## src/hdl/sfpr_pkg.sv

```systemverilog
// Shared constants for the sync-framed packet receiver.
// No dependencies; used by sync_framed_packet_receiver.
package sfpr_pkg;

    localparam int unsigned BYTE_W  = 8;
    localparam int unsigned POS_W   = 9;
    localparam int unsigned TYPE_W  = 2;
    localparam int unsigned CFG_IDX_W = 3;

    // Configuration register indexes
    localparam logic [CFG_IDX_W-1:0] CFG_SYNC_FIRST  = 3'd0;
    localparam logic [CFG_IDX_W-1:0] CFG_SYNC_SECOND = 3'd1;
    localparam logic [CFG_IDX_W-1:0] CFG_TYPE_ONE    = 3'd2;
    localparam logic [CFG_IDX_W-1:0] CFG_TYPE_TWO    = 3'd3;
    localparam logic [CFG_IDX_W-1:0] CFG_TYPE_THREE  = 3'd4;

    // Register reset values
    localparam logic [BYTE_W-1:0] RST_SYNC_FIRST  = 8'h75;
    localparam logic [BYTE_W-1:0] RST_SYNC_SECOND = 8'h65;
    localparam logic [BYTE_W-1:0] RST_TYPE_ONE    = 8'h80;
    localparam logic [BYTE_W-1:0] RST_TYPE_TWO    = 8'h82;
    localparam logic [BYTE_W-1:0] RST_TYPE_THREE  = 8'h91;

    // Header positions within a frame
    localparam logic [POS_W-1:0] POS_SYNC_FIRST  = 9'd0;
    localparam logic [POS_W-1:0] POS_SYNC_SECOND = 9'd1;
    localparam logic [POS_W-1:0] POS_DESCRIPTOR  = 9'd2;
    localparam logic [POS_W-1:0] POS_LENGTH      = 9'd3;

    // Frame type codes
    localparam logic [TYPE_W-1:0] TYPE_NONE  = 2'd0;
    localparam logic [TYPE_W-1:0] TYPE_ONE   = 2'd1;
    localparam logic [TYPE_W-1:0] TYPE_TWO   = 2'd2;
    localparam logic [TYPE_W-1:0] TYPE_THREE = 2'd3;

    // Check bytes trailing the payload
    localparam logic [POS_W-1:0] CHECK_BYTES = 9'd2;

    typedef struct packed {
        logic [BYTE_W-1:0] frame_byte;
        logic [POS_W-1:0]  byte_position;
        logic [TYPE_W-1:0] frame_type;
        logic              end_of_frame;
        logic              checksum_ok;
    } t_result;

endpackage

```

## src/hdl/sync_framed_packet_receiver.sv

```systemverilog
// Sync-framed packet receiver with a two-sum Fletcher-style check, sums modulo 256.
// Depends on sfpr_pkg for widths, register indexes and reset values.
//
// Channel  Direction  Handshake           Payload
// rx       in         i_valid / o_stall   i_rx_byte
// frame    out        o_valid / i_stall   o_frame_byte, o_byte_position, o_frame_type,
//                                         o_end_of_frame, o_checksum_ok
// cfg      in         i_cfg_wr_en         i_cfg_index, i_cfg_data
//
// One byte a cycle sustained while i_stall stays low; a byte taken passes through the input
// register, then the frame decode into the result register.
// Bytes that are rejected (bad sync or descriptor) give no result.
// Reset is synchronous and active low; it restores the register defaults and hunting.
// o_stall rises only when the input register is full and the result register is held
// by i_stall, so the result register doubles as the skid between the two sides.
module sync_framed_packet_receiver (
    input  logic                              i_clk,
    input  logic                              i_rst_n,
    input  logic                              i_valid,
    output logic                              o_stall,
    input  logic [sfpr_pkg::BYTE_W-1:0]       i_rx_byte,
    output logic                              o_valid,
    input  logic                              i_stall,
    output logic [sfpr_pkg::BYTE_W-1:0]       o_frame_byte,
    output logic [sfpr_pkg::POS_W-1:0]        o_byte_position,
    output logic [sfpr_pkg::TYPE_W-1:0]       o_frame_type,
    output logic                              o_end_of_frame,
    output logic                              o_checksum_ok,
    input  logic                              i_cfg_wr_en,
    input  logic [sfpr_pkg::CFG_IDX_W-1:0]    i_cfg_index,
    input  logic [sfpr_pkg::BYTE_W-1:0]       i_cfg_data
);

    // configuration
    logic [sfpr_pkg::BYTE_W-1:0] r_sync_first;
    logic [sfpr_pkg::BYTE_W-1:0] r_sync_second;
    logic [sfpr_pkg::BYTE_W-1:0] r_type_one;
    logic [sfpr_pkg::BYTE_W-1:0] r_type_two;
    logic [sfpr_pkg::BYTE_W-1:0] r_type_three;

    // input register
    logic                        r_in_valid;
    logic [sfpr_pkg::BYTE_W-1:0] r_in_byte;

    // frame state
    logic [sfpr_pkg::POS_W-1:0]  r_pos,  n_pos;
    logic [sfpr_pkg::POS_W-1:0]  r_rem,  n_rem;
    logic [sfpr_pkg::TYPE_W-1:0] r_kind, n_kind;
    logic [sfpr_pkg::BYTE_W-1:0] r_sum_lo, n_sum_lo;
    logic [sfpr_pkg::BYTE_W-1:0] r_sum_hi, n_sum_hi;
    logic [sfpr_pkg::BYTE_W-1:0] r_first_check, n_first_check;

    // result register
    logic                  r_out_valid;
    sfpr_pkg::t_result     r_out;

    logic                        out_free;
    logic                        advance;
    logic                        res_valid;
    sfpr_pkg::t_result           res;
    logic                        hunt;
    logic                        add_sum;
    logic [sfpr_pkg::BYTE_W-1:0] sum_lo_add;
    logic [sfpr_pkg::BYTE_W-1:0] sum_hi_add;
    logic [sfpr_pkg::POS_W-1:0]  rem_dec;

    assign out_free = !r_out_valid || !i_stall;
    assign advance  = r_in_valid && out_free;
    assign o_stall  = r_in_valid && !out_free;

    always_ff @(posedge i_clk) begin
        if (!i_rst_n) begin
            r_sync_first  <= sfpr_pkg::RST_SYNC_FIRST;
            r_sync_second <= sfpr_pkg::RST_SYNC_SECOND;
            r_type_one    <= sfpr_pkg::RST_TYPE_ONE;
            r_type_two    <= sfpr_pkg::RST_TYPE_TWO;
            r_type_three  <= sfpr_pkg::RST_TYPE_THREE;
        end else if (i_cfg_wr_en) begin
            unique case (i_cfg_index)
                sfpr_pkg::CFG_SYNC_FIRST:  r_sync_first  <= i_cfg_data;
                sfpr_pkg::CFG_SYNC_SECOND: r_sync_second <= i_cfg_data;
                sfpr_pkg::CFG_TYPE_ONE:    r_type_one    <= i_cfg_data;
                sfpr_pkg::CFG_TYPE_TWO:    r_type_two    <= i_cfg_data;
                sfpr_pkg::CFG_TYPE_THREE:  r_type_three  <= i_cfg_data;
                default: ;   // drop writes beyond the register list
            endcase
        end
    end

    // input register: load whenever it is empty or moving on
    always_ff @(posedge i_clk) begin
        if (!i_rst_n) begin
            r_in_valid <= 1'b0;
        end else if (!o_stall) begin
            r_in_valid <= i_valid;
        end
    end

    always_ff @(posedge i_clk) begin
        if (i_valid && !o_stall) begin
            r_in_byte <= i_rx_byte;
        end
    end

    assign sum_lo_add = r_sum_lo + r_in_byte;
    assign sum_hi_add = r_sum_hi + sum_lo_add;
    assign rem_dec    = r_rem - sfpr_pkg::POS_W'(1);

    always_comb begin
        n_pos         = r_pos;
        n_rem         = r_rem;
        n_kind        = r_kind;
        n_sum_lo      = r_sum_lo;
        n_sum_hi      = r_sum_hi;
        n_first_check = r_first_check;
        hunt          = 1'b0;
        add_sum       = 1'b0;
        res_valid     = 1'b0;
        res.frame_byte    = r_in_byte;
        res.byte_position = r_pos;
        res.frame_type    = r_kind;
        res.end_of_frame  = 1'b0;
        res.checksum_ok   = 1'b0;

        unique case (r_pos)
            sfpr_pkg::POS_SYNC_FIRST: begin
                res.frame_type = sfpr_pkg::TYPE_NONE;
                if (r_in_byte != r_sync_first) begin
                    hunt = 1'b1;
                end else begin
                    add_sum   = 1'b1;
                    n_pos     = sfpr_pkg::POS_SYNC_SECOND;
                    res_valid = 1'b1;
                end
            end
            sfpr_pkg::POS_SYNC_SECOND: begin
                res.frame_type = sfpr_pkg::TYPE_NONE;
                if (r_in_byte != r_sync_second) begin
                    hunt = 1'b1;
                end else begin
                    add_sum   = 1'b1;
                    n_pos     = sfpr_pkg::POS_DESCRIPTOR;
                    res_valid = 1'b1;
                end
            end
            sfpr_pkg::POS_DESCRIPTOR: begin
                // type one wins over two, two over three
                priority if (r_in_byte == r_type_one) begin
                    n_kind = sfpr_pkg::TYPE_ONE;
                end else if (r_in_byte == r_type_two) begin
                    n_kind = sfpr_pkg::TYPE_TWO;
                end else if (r_in_byte == r_type_three) begin
                    n_kind = sfpr_pkg::TYPE_THREE;
                end else begin
                    hunt = 1'b1;
                end
                if (!hunt) begin
                    add_sum   = 1'b1;
                    n_pos     = sfpr_pkg::POS_LENGTH;
                    res_valid = 1'b1;
                end
                res.frame_type = n_kind;
            end
            sfpr_pkg::POS_LENGTH: begin
                n_rem     = {1'b0, r_in_byte} + sfpr_pkg::CHECK_BYTES;
                add_sum   = 1'b1;
                n_pos     = r_pos + sfpr_pkg::POS_W'(1);
                res_valid = 1'b1;
            end
            default: begin
                // body: payload, then first and second check byte
                if (r_rem == '0) begin
                    hunt = 1'b1;
                end else begin
                    n_rem     = rem_dec;
                    res_valid = 1'b1;
                    if (rem_dec >= sfpr_pkg::CHECK_BYTES) begin
                        add_sum = 1'b1;
                        n_pos   = r_pos + sfpr_pkg::POS_W'(1);
                    end else if (rem_dec == sfpr_pkg::POS_W'(1)) begin
                        n_first_check = r_in_byte;
                        n_pos         = r_pos + sfpr_pkg::POS_W'(1);
                    end else begin
                        res.end_of_frame = 1'b1;
                        res.checksum_ok  = (r_sum_lo == r_first_check) &&
                                           (r_sum_hi == r_in_byte);
                        hunt = 1'b1;
                    end
                end
            end
        endcase

        if (add_sum) begin
            n_sum_lo = sum_lo_add;
            n_sum_hi = sum_hi_add;
        end
        if (hunt) begin
            n_pos    = sfpr_pkg::POS_SYNC_FIRST;
            n_rem    = '0;
            n_kind   = sfpr_pkg::TYPE_NONE;
            n_sum_lo = '0;
            n_sum_hi = '0;
        end
    end

    always_ff @(posedge i_clk) begin
        if (!i_rst_n) begin
            r_pos         <= sfpr_pkg::POS_SYNC_FIRST;
            r_rem         <= '0;
            r_kind        <= sfpr_pkg::TYPE_NONE;
            r_sum_lo      <= '0;
            r_sum_hi      <= '0;
            r_first_check <= '0;
        end else if (advance) begin
            r_pos         <= n_pos;
            r_rem         <= n_rem;
            r_kind        <= n_kind;
            r_sum_lo      <= n_sum_lo;
            r_sum_hi      <= n_sum_hi;
            r_first_check <= n_first_check;
        end
    end

    // result register: hold while the downstream side stalls
    always_ff @(posedge i_clk) begin
        if (!i_rst_n) begin
            r_out_valid <= 1'b0;
        end else if (out_free) begin
            r_out_valid <= advance && res_valid;
        end
    end

    always_ff @(posedge i_clk) begin
        if (advance && res_valid) begin
            r_out <= res;
        end
    end

    assign o_valid         = r_out_valid;
    assign o_frame_byte    = r_out.frame_byte;
    assign o_byte_position = r_out.byte_position;
    assign o_frame_type    = r_out.frame_type;
    assign o_end_of_frame  = r_out.end_of_frame;
    assign o_checksum_ok   = r_out.checksum_ok;

endmodule

```

## config.mk

```make
export PLATFORM = sky130hd
export DESIGN_NAME = sync_framed_packet_receiver
export DESIGN_NICKNAME = d
export VERILOG_FILES = /design/src/hdl/sfpr_pkg.sv /design/src/hdl/sync_framed_packet_receiver.sv
export SDC_FILE = /design/constraint.sdc
export NUM_CORES = 1
export LEC_CHECK = 0
export ABC_AREA = 0
export ABC_CLOCK_PERIOD_IN_PS = 6500
export CORE_UTILIZATION = 60
export CTS_CLUSTER_SIZE = 24
export DETAILED_ROUTE_END_ITERATION = 10
export DONT_BUFFER_PORTS = 1
export GPL_TIMING_DRIVEN = 0
export PLACE_DENSITY = 0.76
export SLEW_MARGIN = 30
export SYNTH_ARGS = -nofsm -noshare
export SYNTH_HDL_FRONTEND = slang
export SYNTH_SLANG_ARGS = --single-unit
```

## constraint.sdc

```tcl
create_clock -name i_clk -period 6.5 [get_ports i_clk]
set_input_delay 0 -clock i_clk [delete_from_list [all_inputs] [get_ports i_clk]]
set_output_delay 0 -clock i_clk [all_outputs]
set_load 0.02 [all_outputs]
```

=== Word level (Yosys, flattened, before mapping) ===
Cells that the tools add are included.

* Mux-type cells: 40
* Equality and inequality tests: 21
* Reduce and logical (&&, ||, !) cells: 31
* Bitwise logic cells: 3
* Add/sub/neg operators: 5
* Magnitude comparators: 1

{| class="wikitable"
|+ Operators by type and width
! kind !! number
|-
| $mux W9 || 9
|-
| $eq A8 B8 Y1 || 5
|-
| $pmux W9 S4 || 1
|-
| $mux W8 || 4
|-
| $eq A9 B1 Y1 const B || 2
|-
| $eq A9 B2 Y1 const B || 2
|-
| $logic_not A9 Y1 || 2
|-
| $pmux W9 S2 || 1
|-
| $add A8 B8 Y8 || 2
|-
| $ne A8 B8 Y1 || 2
|-
| $mux W1 || 15
|-
| $reduce_and A2 Y1 || 7
|-
| $mux W2 || 6
|-
| $pmux W1 S4 || 3
|-
| $add A8 B2 Y9 const B || 1
|-
| $add A9 B1 Y9 const B || 1
|-
| $ge A9 B2 Y1 const B || 1
|-
| $ne A3 B3 Y1 const B || 3
|-
| $sub A9 B1 Y9 const B || 1
|-
| $reduce_bool A7 Y1 || 1
|-
| $reduce_or A7 Y1 || 1
|-
| $eq A3 B2 Y1 const B || 2
|-
| $ne A6 B2 Y1 const B || 1
|-
| $reduce_and A6 Y1 || 1
|-
| other kinds (17) || 27
|}

* Word-level logic and storage cells: 120
* Register bits: 115
* Output and inout bits: 23

=== Logic depth before layout (Yosys ltp) ===
Gate-level depths: netlist of the first run.

* Depth in word-level cells: 9
* Mapped depth: 14
* Gate-level depth less buffers: 14

=== Worst setup path after synthesis of the first run ===
No wires, ideal clock.

* Path kind: register -> register
* From: reg r_rem[0] in the netlist's numbering
* To: reg r_sum_lo[3] in the netlist's numbering
* Arrival: 2.939 ns
* Clock period less this slack: 3.056 ns
* Buffers on the path: 2
* Path slack: 3.444 ns
* Cell stages (with the launch flop): 13
* Setup time: 0.117 ns
* Cells stage by stage: dfxtp_1 -> inv_1 -> ha_1 -> or4b_1 -> or4_4 -> nor4b_4 -> nor2_1 -> o21ai_2 -> inv_2 -> and3_1 -> buf_2 -> buf_6 -> a22o_1

* Cells in the longest elaborated chain, start to end: 8

{| class="wikitable"
|+ Ends and longest elaborated chain
! what !! line !! source
|-
| start, declared || sync_framed_packet_receiver.sv:47 || <nowiki>logic [sfpr_pkg::POS_W-1:0] r_rem, n_rem;</nowiki>
|-
| start signal, assigned || sync_framed_packet_receiver.sv:216 || <nowiki>r_rem <= n_rem;</nowiki>
|-
| branches (longest 8 deep; another with $sub A9 B1 Y9) || n/a ||
|-
| end signal, assigned || sync_framed_packet_receiver.sv:218 || <nowiki>r_sum_lo <= n_sum_lo;</nowiki>
|-
| end, declared || sync_framed_packet_receiver.sv:49 || <nowiki>logic [sfpr_pkg::BYTE_W-1:0] r_sum_lo, n_sum_lo;</nowiki>
|}

Several ways; the timed one is not identified.
A chain may end at the register's enable or synchronous reset.

=== Worst setup path after layout of the first run ===
* From: reg r_in_byte[1] in the netlist's numbering
* To: reg r_sum_lo[7] in the netlist's numbering

* Cells in the longest elaborated chain, start to end: 9

{| class="wikitable"
|+ Ends and longest elaborated chain
! what !! line !! source
|-
| start, declared || sync_framed_packet_receiver.sv:43 || <nowiki>logic [sfpr_pkg::BYTE_W-1:0] r_in_byte;</nowiki>
|-
| start signal, assigned || sync_framed_packet_receiver.sv:101 || <nowiki>r_in_byte <= i_rx_byte;</nowiki>
|-
| $eq A8 B8 Y1 || sync_framed_packet_receiver.sv:152 || <nowiki>end else if (r_in_byte == r_type_three) begin</nowiki>
|-
| $mux W1 || sync_framed_packet_receiver.sv:152 ||
|-
| $mux W1 || sync_framed_packet_receiver.sv:150 || <nowiki>end else if (r_in_byte == r_type_two) begin</nowiki>
|-
| $mux W1 || sync_framed_packet_receiver.sv:148 || <nowiki>priority if (r_in_byte == r_type_one) begin</nowiki>
|-
| $mux W1 || sync_framed_packet_receiver.sv:125 || <nowiki>unique case (r_pos)</nowiki>
|-
| $mux W1 || sync_framed_packet_receiver.sv:157 || <nowiki>if (!hunt) begin</nowiki>
|-
| $pmux W1 S4 || sync_framed_packet_receiver.sv:125 ||
|-
| $reduce_bool A2 Y1 (no source line) || n/a ||
|-
| $reduce_and A2 Y1 (no source line) || n/a ||
|}

Parallel ways exist; a longest one is shown, timed or not. The select of a mux whose other input is x is not followed.

==> impl_metrics.ini, run 1 <==
[clock_tree]
cts-root-to-sink-buffers = 2
cts.sink_count = 115
clk_pin_slew_worst_paths_ps = 60
cts_max_level = 4
post_cts_buffers = 0
post_cts_resize_count = 0
cts_tree = done
clock_buffer_count_from_cts = 17
clock_insertion_delay_worst_skew_ps = 530
cts_root_buf = clkbuf_8

[hold_path]
min_delay_path_depth = 4
holdCritPathClass = input port to flop
worst_hold_startpoint = i_cfg_index[0]
endpoint_of_the_worst_hold_path = r_type_one[6]$_SDFFE_PN0P_

[power]
report.power.total_mw = 1.77
max-vdd-ir-drop_v = 0.000173
leakage_nw = 2.71
cellPowerDensity_nw_per_um2 = 252

[placed_design]
placement.io_buffers = 0
placedCellCount = 802
routabilityCongestion = 0.923
post_dp_cell_area_sq_um = 6160
dpl.hpwl_mm = 10.5
place_worst_setup_slack_ps = 3000

[finish]
layout.core_utilization_pct = 72.5
antennaDiodeCount = 0
drive_gt1_share_pct = 6.70
filler_cell_count = 724
seq_area_sq_um = 2590
layoutNonFillerInstCount = 864
area_growth_syn_to_layout_pct = 17.6
postLayoutCellArea_sq_um = 7050
multi_input_gate_area_sq_um = 3190
layout.nets = 767

[die]
die_x_um = 102
die_area_sq_um = 10400
die_h_um = 102
coreArea_sq_um = 9730
row_count = 36
design.portCount = 47
initial_core_util_pct = 61.6

[sta]
final_critical_path_setup_slack_ps = 2810
fin_tns_setup_ps = 0
fin_skew_ps = 10.6
setup_repair_after_global_routing_missed_its_margin = false
min_period_over_period_pct = 56.8
worstMarginPinSlew_ps = 894
finalHoldViolations = 0
setup_viol = 0
finalMaxSlewViolations = 0
max_slew_margin_pct = 40.4
achievable-frequency_ghz = 0.271
layout_min_cycle_time_ps = 3690
fin_hold_ws_ps = 11.7

[setup_path]
slowest_stage = clkbuf_1
worstPathCellList = clkbuf_1 > xor2_1 > nor4_1 > and2_1 > o311a_1 > o21ai_2 > inv_2 > and3_1 > buf_2 > buf_6 > a32o_1
crit_path_max_delay_family = buffers and inverters
crit_path_max_fanout = 25
worst_ep_arrival_time_ps = 4160
critical-path-max-stage-delay_ps = 690
critical_path.startpoint_type = flop
worst-path-buf-inv = 4
worst_r2r_path_depth = 11
worst-r2r-setup-slack_ps = 2810
worst_r2r_endpoint = r_sum_lo[7]$_SDFFE_PN0P_
r2r_start = r_in_byte[1]$_DFFE_PP_
criticalPathCategory = flop to flop
cp.required_ps = 6970
setup.worst_path.end_class = flop

[flow_run]
timing.max_cap.violations = 0

[grt]
gr-usage-all-layers_pct = 32.7
vias_in_the_first_global_route = 5171
grt_max_degree = 26
globalRoute.totalOverflow = 0
antenna_found_initial = 0
global_route_wire_length_before_repair_mm = 25.7

[synthesis]
synth.yosys.seq_area_share_pct = 43.3
synthDistinctLibCells = 61
synth_area_sq_um = 5990
synth_area_per_cell_sq_um = 8.96
synth-main-ff-cell = dfxtp_1
synth_enable_flop_cells = 29
synth_async_sr_flop_share_pct = 0
yosysWarningCount = 0
postSynthRegisterBits = 115
netlist_instances = 669
synthesized_net_count = 717

[routing]
wl_per_cell_um = 18.4
post_drt_via_cell_ratio = 6.17
dr.pass1.iters = 5
detailroute.via_count = 5327
wl_mm = 15.9
drt.antenna.violating_nets = 0
number_of_remaining_drc_errors = 0
drt-initial-drc-count = 538

[status]
status = completed
==> cell usage after synthesis (10+ instances only) <==
cell,instances,area [sq um]
nand2_1,115,432
dfxtp_1,86,1720
nand3_1,51,255
xnor2_1,43,377
a21oi_1,39,195
nor2_1,36,135
xor2_1,31,272
edfxtp_1,29,871
clkbuf_1,25,93.8
ha_1,22,275
o21ai_0,17,85.1
inv_1,16,60.1
a22o_1,14,123
nand4_1,14,87.6
nor3_1,12,60.1
nor4_1,10,62.6
==> cells by family (layout without fill, tap and decap cells) <==
kind of cell | Yosys count | count (layout) | synth area share, %
xor gates and xnor gates | 74 | 74 | 10.8
buffers and inverters | 51 | 113 | 3.44
adders and majority gates | 24 | 24 | 5.26
and+or+nand+nor | 276 | 276 | 22.1
DFF | 115 | 115 | 43.3
muxes | 9 | 9 | 1.50
AOI/OAI and AO/OA | 120 | 120 | 13.6
==> final cells by class <==
cell class                      count  share of cell area [%]
Multi-Input combinational cell    503                    45.3
Clock inverter                      8                   0.994
Tap cell                          133                    2.36
Sequential cell                   115                    36.8
Inverter                           18                   0.958
Clock buffer                       23                    7.24
Timing Repair Buffer               31                    4.40
Buffer                             33                    1.97
==> flip-flops by register name (all words and copies together), names as in the netlist <==
signal           flops
o_byte_position      9
o_checksum_ok        1
o_end_of_frame       1
o_frame_byte         8
o_frame_type         2
o_valid              1
r_first_check        8
r_in_byte            8
r_in_valid           1
r_kind               2
r_pos                9
r_rem                9
r_sum_hi             8
r_sum_lo             8
r_sync_first         8
r_sync_second        8
r_type_one           8
r_type_three         8
r_type_two           8
==> power by group <==
group / total (mW) / internal, mW / switching (mW) / leakage, nW
clock: 0.907 / 0.580 / 0.326 / 0.293
combinational: 0.116 / 0.0447 / 0.0710 / 1.44
sequential: 0.751 / 0.743 / 0.00843 / 0.973
==> cells in the final DEF (no fill, tap or decap), types with 6 or more instances in the layout <==
cell type,n
xnor2_1,43
clkbuf_1,27
dfxtp_1,86
nand4_1,14
nand3_1,51
inv_1,16
a22o_1,14
nor4_1,10
o21ai_0,17
clkbuf_16,19
ha_1,22
mux2i_1,9
a31oi_1,8
edfxtp_1,29
buf_2,6
o211ai_1,6
nor3_1,12
nand2_1,115
o2111ai_1,8
dlygate4sd3_1,31
xor2_1,31
or3_1,6
a21oi_1,39
nor2_1,36
==> metal layers <==
metal	up-vias	global-route usage, %	wire (um)
li1	2477	-	-
met1	2507	40.6	6470
met2	287	53.9	7480
met3	56	6.77	1420
met4	0	17.1	526
met5	-	0	0
==> worst register-to-register path: stages, from the launching register on <==
cell,delay [ps]
edfxtp_1,500
clkbuf_1,690
xor2_1,180
nor4_1,480
and2_1,280
o311a_1,200
o21ai_2,80
inv_2,440
and3_1,260
buf_2,190
buf_6,170
a32o_1,170
==> worst max-delay path by stage <==
stage	startpoint	to	slack, ps	cells past startpoint
after floorplan	r_rem[0]$_SDFFE_PN0P_	r_sum_lo[3]$_SDFFE_PN0P_	3440	12
after global placement	r_rem[0]$_SDFFE_PN0P_	r_sum_lo[5]$_SDFFE_PN0P_	3070	11
after detailed placement	r_rem[0]$_SDFFE_PN0P_	r_sum_hi[0]$_SDFFE_PN0P_	3000	11
after CTS	r_in_byte[1]$_DFFE_PP_	r_sum_lo[7]$_SDFFE_PN0P_	2920	11
after global routing	r_in_byte[1]$_DFFE_PP_	r_sum_lo[7]$_SDFFE_PN0P_	2640	11
final	r_in_byte[1]$_DFFE_PP_	r_sum_lo[7]$_SDFFE_PN0P_	2810	11
==> timing repair <==
action / CTS / global route
hold buffers: 31 / 0
endpoints found under the setup margin: 0 / 0
hold endpoints to repair: 58 / 0
No activity file was read; power rests on OpenSTA's default activity.
==> run 2, diff against run 1 <==
ABC_CLOCK_PERIOD_IN_PS = 3760   (was 6500)
clock period = 3.76 ns   (was 6.5 ns; I/O delays follow)
==> run 2 against run 1 <==
  * Maximum frequency is 0.75% higher
  * Global-route usage unchanged
  * First-iteration DRC count increased by 0.37%
  * Cell count is the same
  * Sequential power rose by 73%
  * Register-to-register slack got worse by 2700 ps
  * Power is 73% higher
  * Wire length down 0.20%
  * Sequential share of layout area fell by 0.052 points
  * Via count shrank 0.47%
  * Critical path depth down 2
  * Clock power is 72% higher
  * Critical endpoint is now r_sum_lo[6]$_SDFFE_PN0P_
==> impl_metrics.ini, run 2 (same netlist as run 1, synthesis figures left out) <==
[status]
status = completed

[die]
die_area_sq_um = 10400
row_count = 36
die_h_um = 102
initial_core_util_pct = 61.6
coreArea_sq_um = 9730
design.portCount = 47
die_x_um = 102

[finish]
layout_commonest_cell = nand2_1
layout.nets = 767
layout_common_cells = 115 x nand2_1, 86 x dfxtp_1, 51 x nand3_1, 43 x xnor2_1, 39 x a21oi_1
antennaDiodeCount = 0
filler_cell_count = 724
drive_gt1_share_pct = 6.84
area_growth_syn_to_layout_pct = 17.8

[routing]
post_drt_via_cell_ratio = 6.14
drt.antenna.violating_nets = 0
dr.pass1.iters = 5
wl_per_cell_um = 18.4
number_of_remaining_drc_errors = 0
detailroute.via_count = 5302
wl_mm = 15.9
drt-initial-drc-count = 540

[setup_path]
startpoint = r_in_byte[4]$_DFFE_PP_
worst_ep_arrival_time_ps = 4130
r2r_start = r_in_byte[4]$_DFFE_PP_
worst_r2r_path_depth = 9
crit_path_max_fanout = 10
cp.required_ps = 4230
critical_path.startpoint_type = flop
criticalPathCategory = flop to flop
setup.worst_path.end_class = flop

[sta]
fin_tns_setup_ps = 0
finalHoldViolations = 0
setup_repair_after_global_routing_missed_its_margin = false
setup_viol = 0
layout_min_cycle_time_ps = 3670
fin_skew_ps = 9.08
worstMarginPinSlew_ps = 847
final_critical_path_setup_slack_ps = 93.1
finalMaxSlewViolations = 0
achievable-frequency_ghz = 0.273
max_slew_margin_pct = 43.5
min_period_over_period_pct = 97.5

[clock_tree]
clock_buffer_count_from_cts = 17
post_cts_buffers = 0
clock_insertion_delay_worst_skew_ps = 530
cts_tree = done
cts_root_buf = clkbuf_8
cts_max_level = 4
cts-root-to-sink-buffers = 2
clk_pin_slew_worst_paths_ps = 50
cts.sink_count = 115

[hold_path]
holdCritPathClass = input port to flop
min_delay_path_depth = 4
worst_hold_startpoint = i_cfg_index[0]

[grt]
gr-usage-all-layers_pct = 32.7
global_route_wire_length_before_repair_mm = 25.7
grt_max_degree = 26
globalRoute.totalOverflow = 0
vias_in_the_first_global_route = 5171
antenna_found_initial = 0

[placed_design]
placement.io_buffers = 0
routabilityCongestion = 0.923
place_worst_setup_slack_ps = 256
dpl.hpwl_mm = 10.5

[power]
sw_frac_of_total_pct = 22.7
power.internal_mw = 2.37
power.clock.fraction_pct = 51.0
cellPowerDensity_nw_per_um2 = 434
max-vdd-ir-drop_v = 0.000297
comb_power_share_pct = 6.6
leakage_nw = 2.71
pwr-share-seq_pct = 42.4
switchingPower_uw = 696

[flow_run]
timing.max_cap.violations = 0
run 2: worst paths after layout:
path | to | slack, ps
max | r_sum_lo[6]$_SDFFE_PN0P_ | 90
min | r_type_one[1]$_SDFFE_PN0P_ | 10
max reg2reg | r_sum_lo[6]$_SDFFE_PN0P_ | 90
min reg2reg | o_byte_position[8]$_DFFE_PP_ | 460
run 2: what timing repair did:
action                                  CTS  global route
hold endpoints to repair                 58             0
gates resized for setup                   0             6
hold buffers                             31             0
endpoints found under the setup margin    0            14
run 2: cell type report:
class	instances	area [sq um]	share of cell area, %
Buffer	33	146	2.07
Timing Repair Buffer	31	310	4.39
Clock buffer	23	510	7.23
Inverter	18	70.1	0.992
Clock inverter	8	70.1	0.992
Sequential cell	115	2590	36.7
Tap cell	133	166	2.36
Multi-Input combinational cell	503	3190	45.2
run 2: metal layers:
| metal | share of wire [%] | GRT usage, % | vias to the layer above |
|---|---|---|---|
| met3 | 8.5 | 6.77 | 51 |
| li1 | - | - | 2485 |
| met4 | 3.2 | 17.1 | 0 |
| met1 | 41 | 40.6 | 2490 |
| met2 | 47 | 53.9 | 276 |
| met5 | 0 | 0 | - |
run 2: worst max-delay path, stage by stage, from the launching register on:
cell             delay (ps)
edfxtp_1                430
clkdlybuf4s15_1         630
xor2_1                  310
nor4_1                  560
and2_1                  290
nor4_2                  100
nor4_1                  430
a2bb2oi_2               360
buf_2                   320
a22o_1                  170
run 2: power groups by stage:
stage	Clock (mW)	Sequential [mW]	Combinational (mW)
after detailed placement	0	1.32	0.160
after global routing	1.63	1.30	0.215
after floorplan	0	1.32	0.121
after global placement	0	1.32	0.156
final	1.56	1.30	0.201
after CTS	1.56	1.30	0.193
run 2: through the flow:
step	util, %	power (mW)	hold WS [ps]	cell area (sq um)	cells
final	72.6	3.06	10.7	7060	864
after global routing	72.6	3.14	53.0	7060	864
after CTS	72.5	3.06	7.92	7050	864
after detailed placement	63.3	1.48	98.9	6160	802
after global placement	63.3	1.48	98.9	6160	802
after floorplan	-	1.44	98.9	5990	669
